<file path="config.mk">
export PLATFORM = sky130hd
export DESIGN_NAME = supply_fault_qualifier_top
export DESIGN_NICKNAME = d
export VERILOG_FILES = /design/src/rtl/sfq_pkg.sv /design/src/rtl/sfq_ram.sv /design/src/rtl/supply_fault_qualifier_top.sv
export VERILOG_INCLUDE_DIRS = /design/src /design/src/rtl
export SDC_FILE = /design/constraint.sdc
export NUM_CORES = 1
export LEC_CHECK = 0
export BUFFER_PORTS_ARGS = -buffer_cell sky130_fd_sc_hd__buf_2
export CAP_MARGIN = 15
export CORE_ASPECT_RATIO = 1.25
export CORE_MARGIN = 5
export CORE_UTILIZATION = 61
export DETAILED_ROUTE_END_ITERATION = 7
export PLACE_DENSITY = 0.81
export SETUP_SLACK_MARGIN = 0.15
export SLEW_MARGIN = 20
export SYNTH_ARGS = -nofsm -noshare
export SYNTH_HDL_FRONTEND = slang
export SYNTH_SLANG_ARGS = --single-unit
</file>
<file path="constraint.sdc">
create_clock -name clk -period 6.95 [get_ports clk]
set_input_delay 1.39 -clock clk [delete_from_list [all_inputs] [get_ports clk]]
set_output_delay 1.39 -clock clk [all_outputs]
set_load 0.05 [all_outputs]
</file>
<file path="src/rtl/supply_fault_qualifier_top_macros.svh">
// assertion macros shared by the supply fault qualifier rtl
`ifndef SUPPLY_FAULT_QUALIFIER_TOP_MACROS_SVH
`define SUPPLY_FAULT_QUALIFIER_TOP_MACROS_SVH

// same-cycle implication, checked outside reset
`define SFQ_ASSERT_NOW(lbl, ante, cons, msg) \
    lbl: assert property (@(posedge clk) disable iff (!rst_n) (ante) |-> (cons)) \
        else $error(msg);

// next-cycle implication, checked outside reset
`define SFQ_ASSERT_NEXT(lbl, ante, cons, msg) \
    lbl: assert property (@(posedge clk) disable iff (!rst_n) (ante) |=> (cons)) \
        else $error(msg);

`endif

</file>
<file path="src/rtl/sfq_pkg.sv">
// shared types and constants of the supply fault qualifier
`default_nettype none
package sfq_pkg;

    // window and line geometry
    localparam int WINDOW_DEPTH = 8;
    localparam int LINE_COUNT   = 6;
    localparam int CHAN_COUNT   = 3;
    localparam int POS_W        = $clog2(WINDOW_DEPTH);
    localparam int CNT_W        = $clog2(WINDOW_DEPTH + 1);
    localparam int IDX_W        = $clog2(LINE_COUNT);

    // field widths
    localparam int THR_W     = 7;
    localparam int PERSIST_W = 16;
    localparam int TIME_W    = 32;
    localparam int CH_W      = 2;
    localparam int IN_DATA_W  = 48;
    localparam int OUT_DATA_W = 24;
    localparam int APB_ADDR_W = 4;
    localparam int APB_DATA_W = 32;

    // register reset values
    localparam logic [THR_W-1:0]     THRESH_RST  = 7'd4;
    localparam logic [PERSIST_W-1:0] PERSIST_RST = 16'd100;

    // register index codes
    typedef enum logic [1:0] {
        REG_THRESHOLD = 2'd0,
        REG_PERSIST   = 2'd1,
        REG_RESTORE   = 2'd2,
        REG_NONE      = 2'd3
    } reg_idx_t;

    // input word kinds
    typedef enum logic [1:0] {
        KIND_SAMPLE   = 2'd0,
        KIND_EVALUATE = 2'd1,
        KIND_RESET    = 2'd2,
        KIND_UNUSED   = 2'd3
    } kind_t;

    // sequencer states
    typedef enum logic [2:0] {
        ST_IDLE,
        ST_SAMPLE,
        ST_SWEEP,
        ST_THRESH,
        ST_EVAL,
        ST_RESP
    } state_t;

    // control from the sequencer to the datapath
    typedef struct packed {
        logic in_ready;
        logic ram_wr_en;
        logic accumulate;
        logic threshold;
        logic eval_step;
        logic respond;
    } seq_ctrl_t;

endpackage
`default_nettype wire

</file>
<file path="src/rtl/sfq_ram.sv">
// generic single-write, single-read ram with registered read data
`default_nettype none
module sfq_ram #(
    parameter int WIDTH = 8,
    parameter int DEPTH = 8
) (
    input  wire logic                     clk,
    input  wire logic                     wr_en,
    input  wire logic [$clog2(DEPTH)-1:0] wr_addr,
    input  wire logic [WIDTH-1:0]         wr_data,
    input  wire logic [$clog2(DEPTH)-1:0] rd_addr,
    output logic      [WIDTH-1:0]         rd_data
);

    logic [WIDTH-1:0] mem_reg [DEPTH];
    logic [WIDTH-1:0] rd_data_reg;

    // write port and registered read port
    always_ff @(posedge clk)
    begin
        if (wr_en)
        begin
            mem_reg[wr_addr] <= wr_data;
        end
        rd_data_reg <= mem_reg[rd_addr];
    end

    assign rd_data = rd_data_reg;

endmodule
`default_nettype wire

</file>
<file path="src/rtl/supply_fault_qualifier_top.sv">
// top level of the supply fault qualifier: sequencer, window counter and fault timers
// steps: a sample word takes sample and response, plus sweep and threshold if it fills
// the window; an evaluate word steps every line; other kinds go straight to response
// throughput: one word at a time; the window count walks the sample ram one entry a cycle
// and the timers share one 32-bit subtract-compare, one line a cycle
// reset: rst_n clears state, timers and flags and loads register reset values at once; no clearing pass
`default_nettype none
module supply_fault_qualifier_top (
    input  wire logic                            clk,
    input  wire logic                            rst_n,
    // input stream
    input  wire logic                            s_tvalid,
    output logic                                 s_tready,
    // power_good[2:0], over_current[5:3], channel_active[8:6], now_ms[40:9],
    // channel[42:41], zero fill[47:43]
    input  wire logic [sfq_pkg::IN_DATA_W-1:0]   s_tdata,
    // kind[1:0]
    input  wire logic [1:0]                      s_tuser,
    // output stream
    output logic                                 m_tvalid,
    input  wire logic                            m_tready,
    // filtered_faults[5:0], timed_faults[11:6], any_fault[12], sticky_fault[13],
    // restart_req[16:14], disable_request[19:17], zero fill[23:20]
    output logic      [sfq_pkg::OUT_DATA_W-1:0]  m_tdata,
    // configuration port
    input  wire logic                            psel,
    input  wire logic                            penable,
    input  wire logic                            pwrite,
    input  wire logic [sfq_pkg::APB_ADDR_W-1:0]  paddr,
    input  wire logic [sfq_pkg::APB_DATA_W-1:0]  pwdata,
    output logic      [sfq_pkg::APB_DATA_W-1:0]  prdata,
    output logic                                 pready
);

    import sfq_pkg::*;

    `include "supply_fault_qualifier_top_macros.svh"

    // configuration registers
    logic [THR_W-1:0]     thresh_reg;
    logic [PERSIST_W-1:0] persist_reg;
    logic                 restore_reg;

    // sequencer
    state_t    state_reg, state_next;
    seq_ctrl_t ctrl;

    // captured word
    kind_t                 kind_reg;
    logic [LINE_COUNT-1:0] word_reg;
    logic [TIME_W-1:0]     now_reg;

    // window state
    logic [POS_W-1:0]      pos_reg, pos_next;
    logic [POS_W-1:0]      sweep_reg, sweep_next;
    logic [CNT_W-1:0]      cnt_reg  [LINE_COUNT];
    logic [CNT_W-1:0]      cnt_next [LINE_COUNT];
    logic [LINE_COUNT-1:0] filtered_reg, filtered_next;
    logic [LINE_COUNT-1:0] ram_rd_data;
    logic                  pos_wrap;
    logic                  sweep_last;

    // timer state
    logic [TIME_W-1:0]     start_reg  [LINE_COUNT];
    logic [TIME_W-1:0]     start_next [LINE_COUNT];
    logic [IDX_W-1:0]      idx_reg, idx_next;
    logic [LINE_COUNT-1:0] timed_reg, timed_next;
    logic                  sticky_reg, sticky_next;
    logic [TIME_W-1:0]     elapsed;
    logic                  eval_last;

    // output register
    logic                  m_tvalid_reg;
    logic [OUT_DATA_W-1:0] m_tdata_reg;
    logic                  out_free;

    // input fields
    logic [CHAN_COUNT-1:0] in_pg;
    logic [CHAN_COUNT-1:0] in_oc;
    logic [CHAN_COUNT-1:0] in_act;
    logic [TIME_W-1:0]     in_now;
    logic [CH_W-1:0]       in_chan;
    logic                  in_accept;
    logic                  cfg_write;
    reg_idx_t              cfg_idx;

    assign in_pg     = s_tdata[2:0];
    assign in_oc     = s_tdata[5:3];
    assign in_act    = s_tdata[8:6];
    assign in_now    = s_tdata[40:9];
    assign in_chan   = s_tdata[42:41];
    assign in_accept = s_tvalid && s_tready;

    assign pos_wrap   = (pos_reg == POS_W'(WINDOW_DEPTH - 1));
    assign sweep_last = (sweep_reg == POS_W'(WINDOW_DEPTH - 1));
    assign eval_last  = (idx_reg == IDX_W'(LINE_COUNT - 1));
    assign out_free   = !m_tvalid_reg || m_tready;

    // configuration port
    assign pready    = 1'b1;
    assign cfg_idx   = reg_idx_t'(paddr[3:2]);
    assign cfg_write = psel && penable && pwrite && pready;

    // register read mux
    always_comb
    begin
        unique case (cfg_idx)
            REG_THRESHOLD: prdata = APB_DATA_W'(thresh_reg);
            REG_PERSIST:   prdata = APB_DATA_W'(persist_reg);
            REG_RESTORE:   prdata = APB_DATA_W'(restore_reg);
            default:       prdata = '0;
        endcase
    end

    // sample window storage
    sfq_ram #(
        .WIDTH (LINE_COUNT),
        .DEPTH (WINDOW_DEPTH)
    ) u_window (
        .clk     (clk),
        .wr_en   (ctrl.ram_wr_en),
        .wr_addr (pos_reg),
        .wr_data (word_reg),
        .rd_addr (sweep_reg),
        .rd_data (ram_rd_data)
    );

    // next state
    always_comb
    begin
        state_next = state_reg;
        unique case (state_reg)
            ST_IDLE:
            begin
                if (in_accept)
                begin
                    unique case (kind_t'(s_tuser))
                        KIND_SAMPLE:   state_next = ST_SAMPLE;
                        KIND_EVALUATE: state_next = ST_EVAL;
                        default:       state_next = ST_RESP;
                    endcase
                end
            end
            ST_SAMPLE: state_next = pos_wrap ? ST_SWEEP : ST_RESP;
            ST_SWEEP:  state_next = sweep_last ? ST_THRESH : ST_SWEEP;
            ST_THRESH: state_next = ST_RESP;
            ST_EVAL:   state_next = eval_last ? ST_RESP : ST_EVAL;
            ST_RESP:   state_next = out_free ? ST_IDLE : ST_RESP;
            default:   state_next = ST_IDLE;
        endcase
    end

    // sequencer outputs
    always_comb
    begin
        ctrl = '0;
        unique case (state_reg)
            ST_IDLE:   ctrl.in_ready   = 1'b1;
            ST_SAMPLE: ctrl.ram_wr_en  = 1'b1;
            ST_SWEEP:  ctrl.accumulate = 1'b1;
            ST_THRESH: ctrl.threshold  = 1'b1;
            ST_EVAL:   ctrl.eval_step  = 1'b1;
            ST_RESP:   ctrl.respond    = out_free;
            default:   ctrl = '0;
        endcase
    end

    assign s_tready = ctrl.in_ready;

    // window position, sweep counter, per-line counts and filtered flags
    always_comb
    begin
        pos_next      = pos_reg;
        sweep_next    = sweep_reg;
        filtered_next = filtered_reg;
        for (int i = 0; i < LINE_COUNT; i++)
        begin
            cnt_next[i] = cnt_reg[i];
        end
        if (ctrl.ram_wr_en)
        begin
            pos_next   = pos_wrap ? '0 : pos_reg + POS_W'(1);
            sweep_next = '0;
            for (int i = 0; i < LINE_COUNT; i++)
            begin
                cnt_next[i] = '0;
            end
        end
        if (ctrl.accumulate)
        begin
            sweep_next = sweep_reg + POS_W'(1);
            // read data belongs to the address of the previous cycle
            if (sweep_reg != '0)
            begin
                for (int i = 0; i < LINE_COUNT; i++)
                begin
                    cnt_next[i] = cnt_reg[i] + CNT_W'(ram_rd_data[i]);
                end
            end
        end
        // last entry arrives here; count it and compare
        if (ctrl.threshold)
        begin
            for (int i = 0; i < LINE_COUNT; i++)
            begin
                filtered_next[i] =
                    THR_W'(cnt_reg[i] + CNT_W'(ram_rd_data[i])) >= thresh_reg;
            end
        end
    end

    // shared elapsed-time subtractor
    assign elapsed = now_reg - start_reg[idx_reg];

    // fault timers, one line per cycle
    always_comb
    begin
        idx_next    = idx_reg;
        timed_next  = timed_reg;
        sticky_next = sticky_reg;
        for (int i = 0; i < LINE_COUNT; i++)
        begin
            start_next[i] = start_reg[i];
        end
        if (in_accept)
        begin
            idx_next = '0;
            // channel timer restart
            if (kind_t'(s_tuser) == KIND_RESET && in_chan < CH_W'(CHAN_COUNT))
            begin
                start_next[in_chan]                            = in_now;
                start_next[IDX_W'(in_chan) + IDX_W'(CHAN_COUNT)] = in_now;
            end
        end
        if (ctrl.eval_step)
        begin
            idx_next = idx_reg + IDX_W'(1);
            if (filtered_reg[idx_reg])
            begin
                if (elapsed > TIME_W'(persist_reg))
                begin
                    timed_next[idx_reg] = 1'b1;
                end
            end
            else
            begin
                start_next[idx_reg] = now_reg;
                timed_next[idx_reg] = 1'b0;
            end
        end
        if (ctrl.respond && kind_reg == KIND_EVALUATE)
        begin
            sticky_next = sticky_reg || (timed_reg != '0);
        end
    end

    // control registers
    always_ff @(posedge clk or negedge rst_n)
    begin
        if (!rst_n)
        begin
            state_reg    <= ST_IDLE;
            thresh_reg   <= THRESH_RST;
            persist_reg  <= PERSIST_RST;
            restore_reg  <= 1'b0;
            pos_reg      <= '0;
            filtered_reg <= '0;
            timed_reg    <= '0;
            sticky_reg   <= 1'b0;
            m_tvalid_reg <= 1'b0;
            for (int i = 0; i < LINE_COUNT; i++)
            begin
                start_reg[i] <= '0;
            end
        end
        else
        begin
            state_reg    <= state_next;
            pos_reg      <= pos_next;
            filtered_reg <= filtered_next;
            timed_reg    <= timed_next;
            sticky_reg   <= sticky_next;
            for (int i = 0; i < LINE_COUNT; i++)
            begin
                start_reg[i] <= start_next[i];
            end
            if (cfg_write)
            begin
                unique case (cfg_idx)
                    REG_THRESHOLD: thresh_reg  <= pwdata[THR_W-1:0];
                    REG_PERSIST:   persist_reg <= pwdata[PERSIST_W-1:0];
                    REG_RESTORE:   restore_reg <= pwdata[0];
                    default:       ;
                endcase
            end
            if (ctrl.respond)
            begin
                m_tvalid_reg <= 1'b1;
            end
            else if (m_tready)
            begin
                m_tvalid_reg <= 1'b0;
            end
        end
    end

    // datapath registers
    always_ff @(posedge clk)
    begin
        sweep_reg <= sweep_next;
        idx_reg   <= idx_next;
        for (int i = 0; i < LINE_COUNT; i++)
        begin
            cnt_reg[i] <= cnt_next[i];
        end
        if (in_accept)
        begin
            kind_reg <= kind_t'(s_tuser);
            now_reg  <= in_now;
            word_reg <= {in_oc & in_act, ~in_pg & in_act};
        end
        if (ctrl.respond)
        begin
            m_tdata_reg <= {
                4'b0000,
                (kind_reg == KIND_EVALUATE && !restore_reg) ? timed_reg[2:0] : 3'b000,
                (kind_reg == KIND_EVALUATE &&  restore_reg) ? timed_reg[2:0] : 3'b000,
                sticky_next,
                timed_reg != '0,
                timed_reg,
                filtered_reg
            };
        end
    end

    assign m_tvalid = m_tvalid_reg;
    assign m_tdata  = m_tdata_reg;

    // checks
    `SFQ_ASSERT_NEXT(a_busy_after_accept, in_accept, !s_tready,
        "input accepted twice without processing")
    `SFQ_ASSERT_NOW(a_result_from_resp, $rose(m_tvalid_reg), $past(state_reg) == ST_RESP,
        "result raised outside the response step")
    `SFQ_ASSERT_NOW(a_sticky_holds, 1'b1, !$fell(sticky_reg),
        "sticky fault flag cleared")
    `SFQ_ASSERT_NOW(a_eval_index, state_reg == ST_EVAL, idx_reg < IDX_W'(LINE_COUNT),
        "timer step index past last line")
    `SFQ_ASSERT_NEXT(a_sample_no_overwrite, m_tvalid_reg && !m_tready,
        m_tvalid_reg && $stable(m_tdata_reg),
        "pending result overwritten")

endmodule
`default_nettype wire

</file>
==> flow_metrics.env <==
export IMPL_cp_max_fo=11
export IMPL_worstMarginPinSlew_ns=1.12
export IMPL_crit_chain="nand2b_1, nor2_2, buf_4, a22o_1, a221o_1, a221oi_1, inv_1, fa_1, nand2b_1, a21oi_1, nor2_1, o21ai_1, a21oi_1, xnor2_1, ha_1, nand4_1, nor4_1, a22oi_1, nor4_1, nand4_1, nor4_4, and3b_1, nor3_1"
export IMPL_clk_pin_slew_worst_paths_ns=0.06
export IMPL_dp_hpwl_um=35400
export IMPL_dp_slack_ns=0.773
export IMPL_grt_start_max_net_pins=125
export IMPL_ys_seq_area_share_pct=48.8
export IMPL_finalCritPeriodShare_pct=90.2
export IMPL_avgSynthCellArea_um2=10.3
export IMPL_fmax_mhz=160
export IMPL_worst_path_buf_inv=2
export IMPL_gr_total_overflow=0
export IMPL_dr_pass1_iters=5
export IMPL_io_pins=152
export IMPL_cp_required_ns=7.33
export IMPL_drt_vias_per_instance=6.35
export IMPL_nets=2229
export IMPL_multiInputGateArea_mm2=0.00972
export IMPL_ys_seq_elements=380
export IMPL_critical_path_class="flop to flop"
export IMPL_post_cts_buffers=0
export IMPL_antenna_found_initial=3
export IMPL_rsz0062_at_grt="false"
export IMPL_syn_inst=1968
export IMPL_worstSetupStartpointType="flop"
export IMPL_die_h_um=214
export IMPL_maxSlewViolCount=0
export IMPL_met2_usage_pct=48.4
export IMPL_crit_arrival_ns=6.65
export IMPL_irDropWorstVdd_v=0.000246
export IMPL_clk_path_buf_depth=3
export IMPL_die_w_um=173
export IMPL_seqCellArea_mm2=0.00993
export IMPL_cts_tree="yes"
export IMPL_final_core_util_pct=68.6
export IMPL_gp_congestion=0.950
export IMPL_outcome="complete, no violations"
export IMPL_synth_edf_count=114
export IMPL_coreArea_mm2=0.0328
export IMPL_finalSetupViolations=0
export IMPL_drv_cap=0
export IMPL_vias=15800
export IMPL_grt_util_met3_pct=4.27
export IMPL_busiest_layer="met2"
export IMPL_p_leak_nw=10.1
export IMPL_grt_usage_pct=28.2
export IMPL_dieArea_mm2=0.0371
export IMPL_tns_ns=0
export IMPL_max_stage_delay_ns=0.62
export IMPL_cp_top_family="simple AND/OR/NAND/NOR gates"
export IMPL_fin_area_mm2=0.0225
export IMPL_crit_path_top_delay_cell="edfxtp_1"
export IMPL_postCtsResizedCells=0
export IMPL_setup_slack_ns=0.684
export IMPL_synth_ff_type="dfrtp_1"
export IMPL_port_buffers=107
export IMPL_hold_path_class="flop to flop"
export IMPL_initial_utilization_pct=62.1
export IMPL_hold_viol=0
export IMPL_syn_to_final_growth_pct=10.5
export IMPL_yosysUniqueCellTypes=73
export IMPL_wl_per_cell_um=21.5
export IMPL_htreeDepth=2
export IMPL_first_iter_violations=1572
export IMPL_async_flop_share_pct=62.1
export IMPL_synthesis_area_mm2=0.0203
export IMPL_drive_gt1_share_pct=12.7
export IMPL_fin_crit_ns=6.27
export IMPL_max_slew_margin_rel_pct=25.0
export IMPL_finalClockSkew_ns=0.0160
export IMPL_cts_root_buf="clkbuf_16"
export IMPL_n_antenna_cell=0
export IMPL_grt_pass1_wl_um=85100
export IMPL_power_density_mw_per_mm2=511
export IMPL_postPlaceCellArea_mm2=0.0212
export IMPL_drt_total_wl_um=53400
export IMPL_ant_nets=0
export IMPL_postCtsHoldBufs=0
export IMPL_largest_register_ffs=192
export IMPL_grt_pass1_vias=15900
export IMPL_fillers=2417
export IMPL_met1_usage_pct=36.0
export IMPL_cp_end_kind="flop"
export IMPL_insertion_delay_ns=0.55
export IMPL_row_count=74
export IMPL_cts_sinks=380
export IMPL_yosysWarnings=0
export IMPL_drc=0
export IMPL_cts_buffers=39
==> metal layers <==
layer,wire length [um],vias up
met5,27,-
met1,21200,7739
met4,2000,4
met3,3590,141
met2,26700,659
li1,-,7208
==> kinds of logic after synthesis <==
family	after synthesis	share of synthesized area, %
buffers and inverters	184	4.06
other	2	0.0369
xor gates and xnor gates	33	1.42
muxes	222	11.8
AOI/OAI and AO/OA	481	15.0
and+or+nand+nor	562	12.5
adders and majority gates	104	6.43
DFF	380	48.8
==> cell usage in the layout, fill, tap and decap left out, types with 23 or more instances in the layout <==
cell type	n
nand2_1	267
buf_4	31
a21oi_1	126
ha_1	103
clkbuf_16	39
edfxtp_1	114
buf_2	106
mux2i_1	204
o21ai_0	167
nand3_1	47
nor2_1	108
dfrtp_1	232
a221oi_1	32
inv_1	47
nand2b_1	23
dfxtp_1	30
==> Yosys cell counts (16+ instances only) <==
cell,number,area share [%]
and3_1,21,0.65
nand3_1,47,1.2
ha_1,103,6.3
a221o_1,22,1.1
a221oi_1,32,1.4
nor2b_1,17,0.52
a22oi_1,20,0.74
mux2i_1,204,10
buf_4,27,1.0
a21o_1,16,0.59
a22o_1,22,0.95
clkbuf_1,81,1.5
xor2_1,16,0.69
xnor2_1,17,0.73
nand2b_1,23,0.71
o21ai_0,167,4.1
inv_1,48,0.89
a21oi_1,126,3.1
and2_1,22,0.68
nand2_1,272,5.0
dfxtp_1,30,3.0
dfrtp_1,232,29
nor2_1,110,2.0
edfxtp_1,114,17
==> worst register-to-register path: cells and delay by family, from the launching register on <==
| kind | cells | cell delay [ns] |
|---|---|---|
| AOI/OAI and AO/OA | 7 | 1.75 |
| xor gates and xnor gates | 1 | 0.15 |
| adders and majority gates | 2 | 0.75 |
| buffers and inverters | 2 | 0.34 |
| DFF | 1 | 0.62 |
| and+or+nand+nor | 11 | 2.48 |
==> metrics by stage <==
step	power (mW)	hold WS, ns	instances
after floorplan	7.74	0.429	1987
after global placement	9.01	0.444	2409
after detailed placement	9.21	0.453	2409
after CTS	11.4	0.466	2481
after global routing	12.3	0.492	2481
final	11.5	0.462	2481
==> final cells by class <==
cell class	count	area share [%]
Clock buffer	58	4.93
Clock inverter	14	0.929
Inverter	49	0.818
Multi-Input combinational cell	1423	43.3
Sequential cell	380	44.2
Tap cell	418	2.33
Timing Repair Buffer	139	3.55
==> worst paths after layout <==
kind,from,endpoint,slack [ns],cells after the start
worst min register to register,sticky_reg,sticky_reg,0.46,1
worst max-delay path,idx_reg[2],flop,0.68,23
max in group asynchronous,rst_n,sticky_reg,4.81,2
worst max register to register,idx_reg[2],flop,0.68,23
min in group asynchronous,rst_n,start_reg[165],0.90,1
worst min-delay path,sticky_reg,sticky_reg,0.46,1
==> power by group <==
group / switching (mW) / internal, mW / leakage, nW
sequential: 0.545 / 3.09 / 4.03
combinational: 3.47 / 2.21 / 5.45
clock: 0.878 / 1.30 / 0.645
total: 4.90 / 6.59 / 10.1
Note: power is estimated with default switching activity, not from simulation.
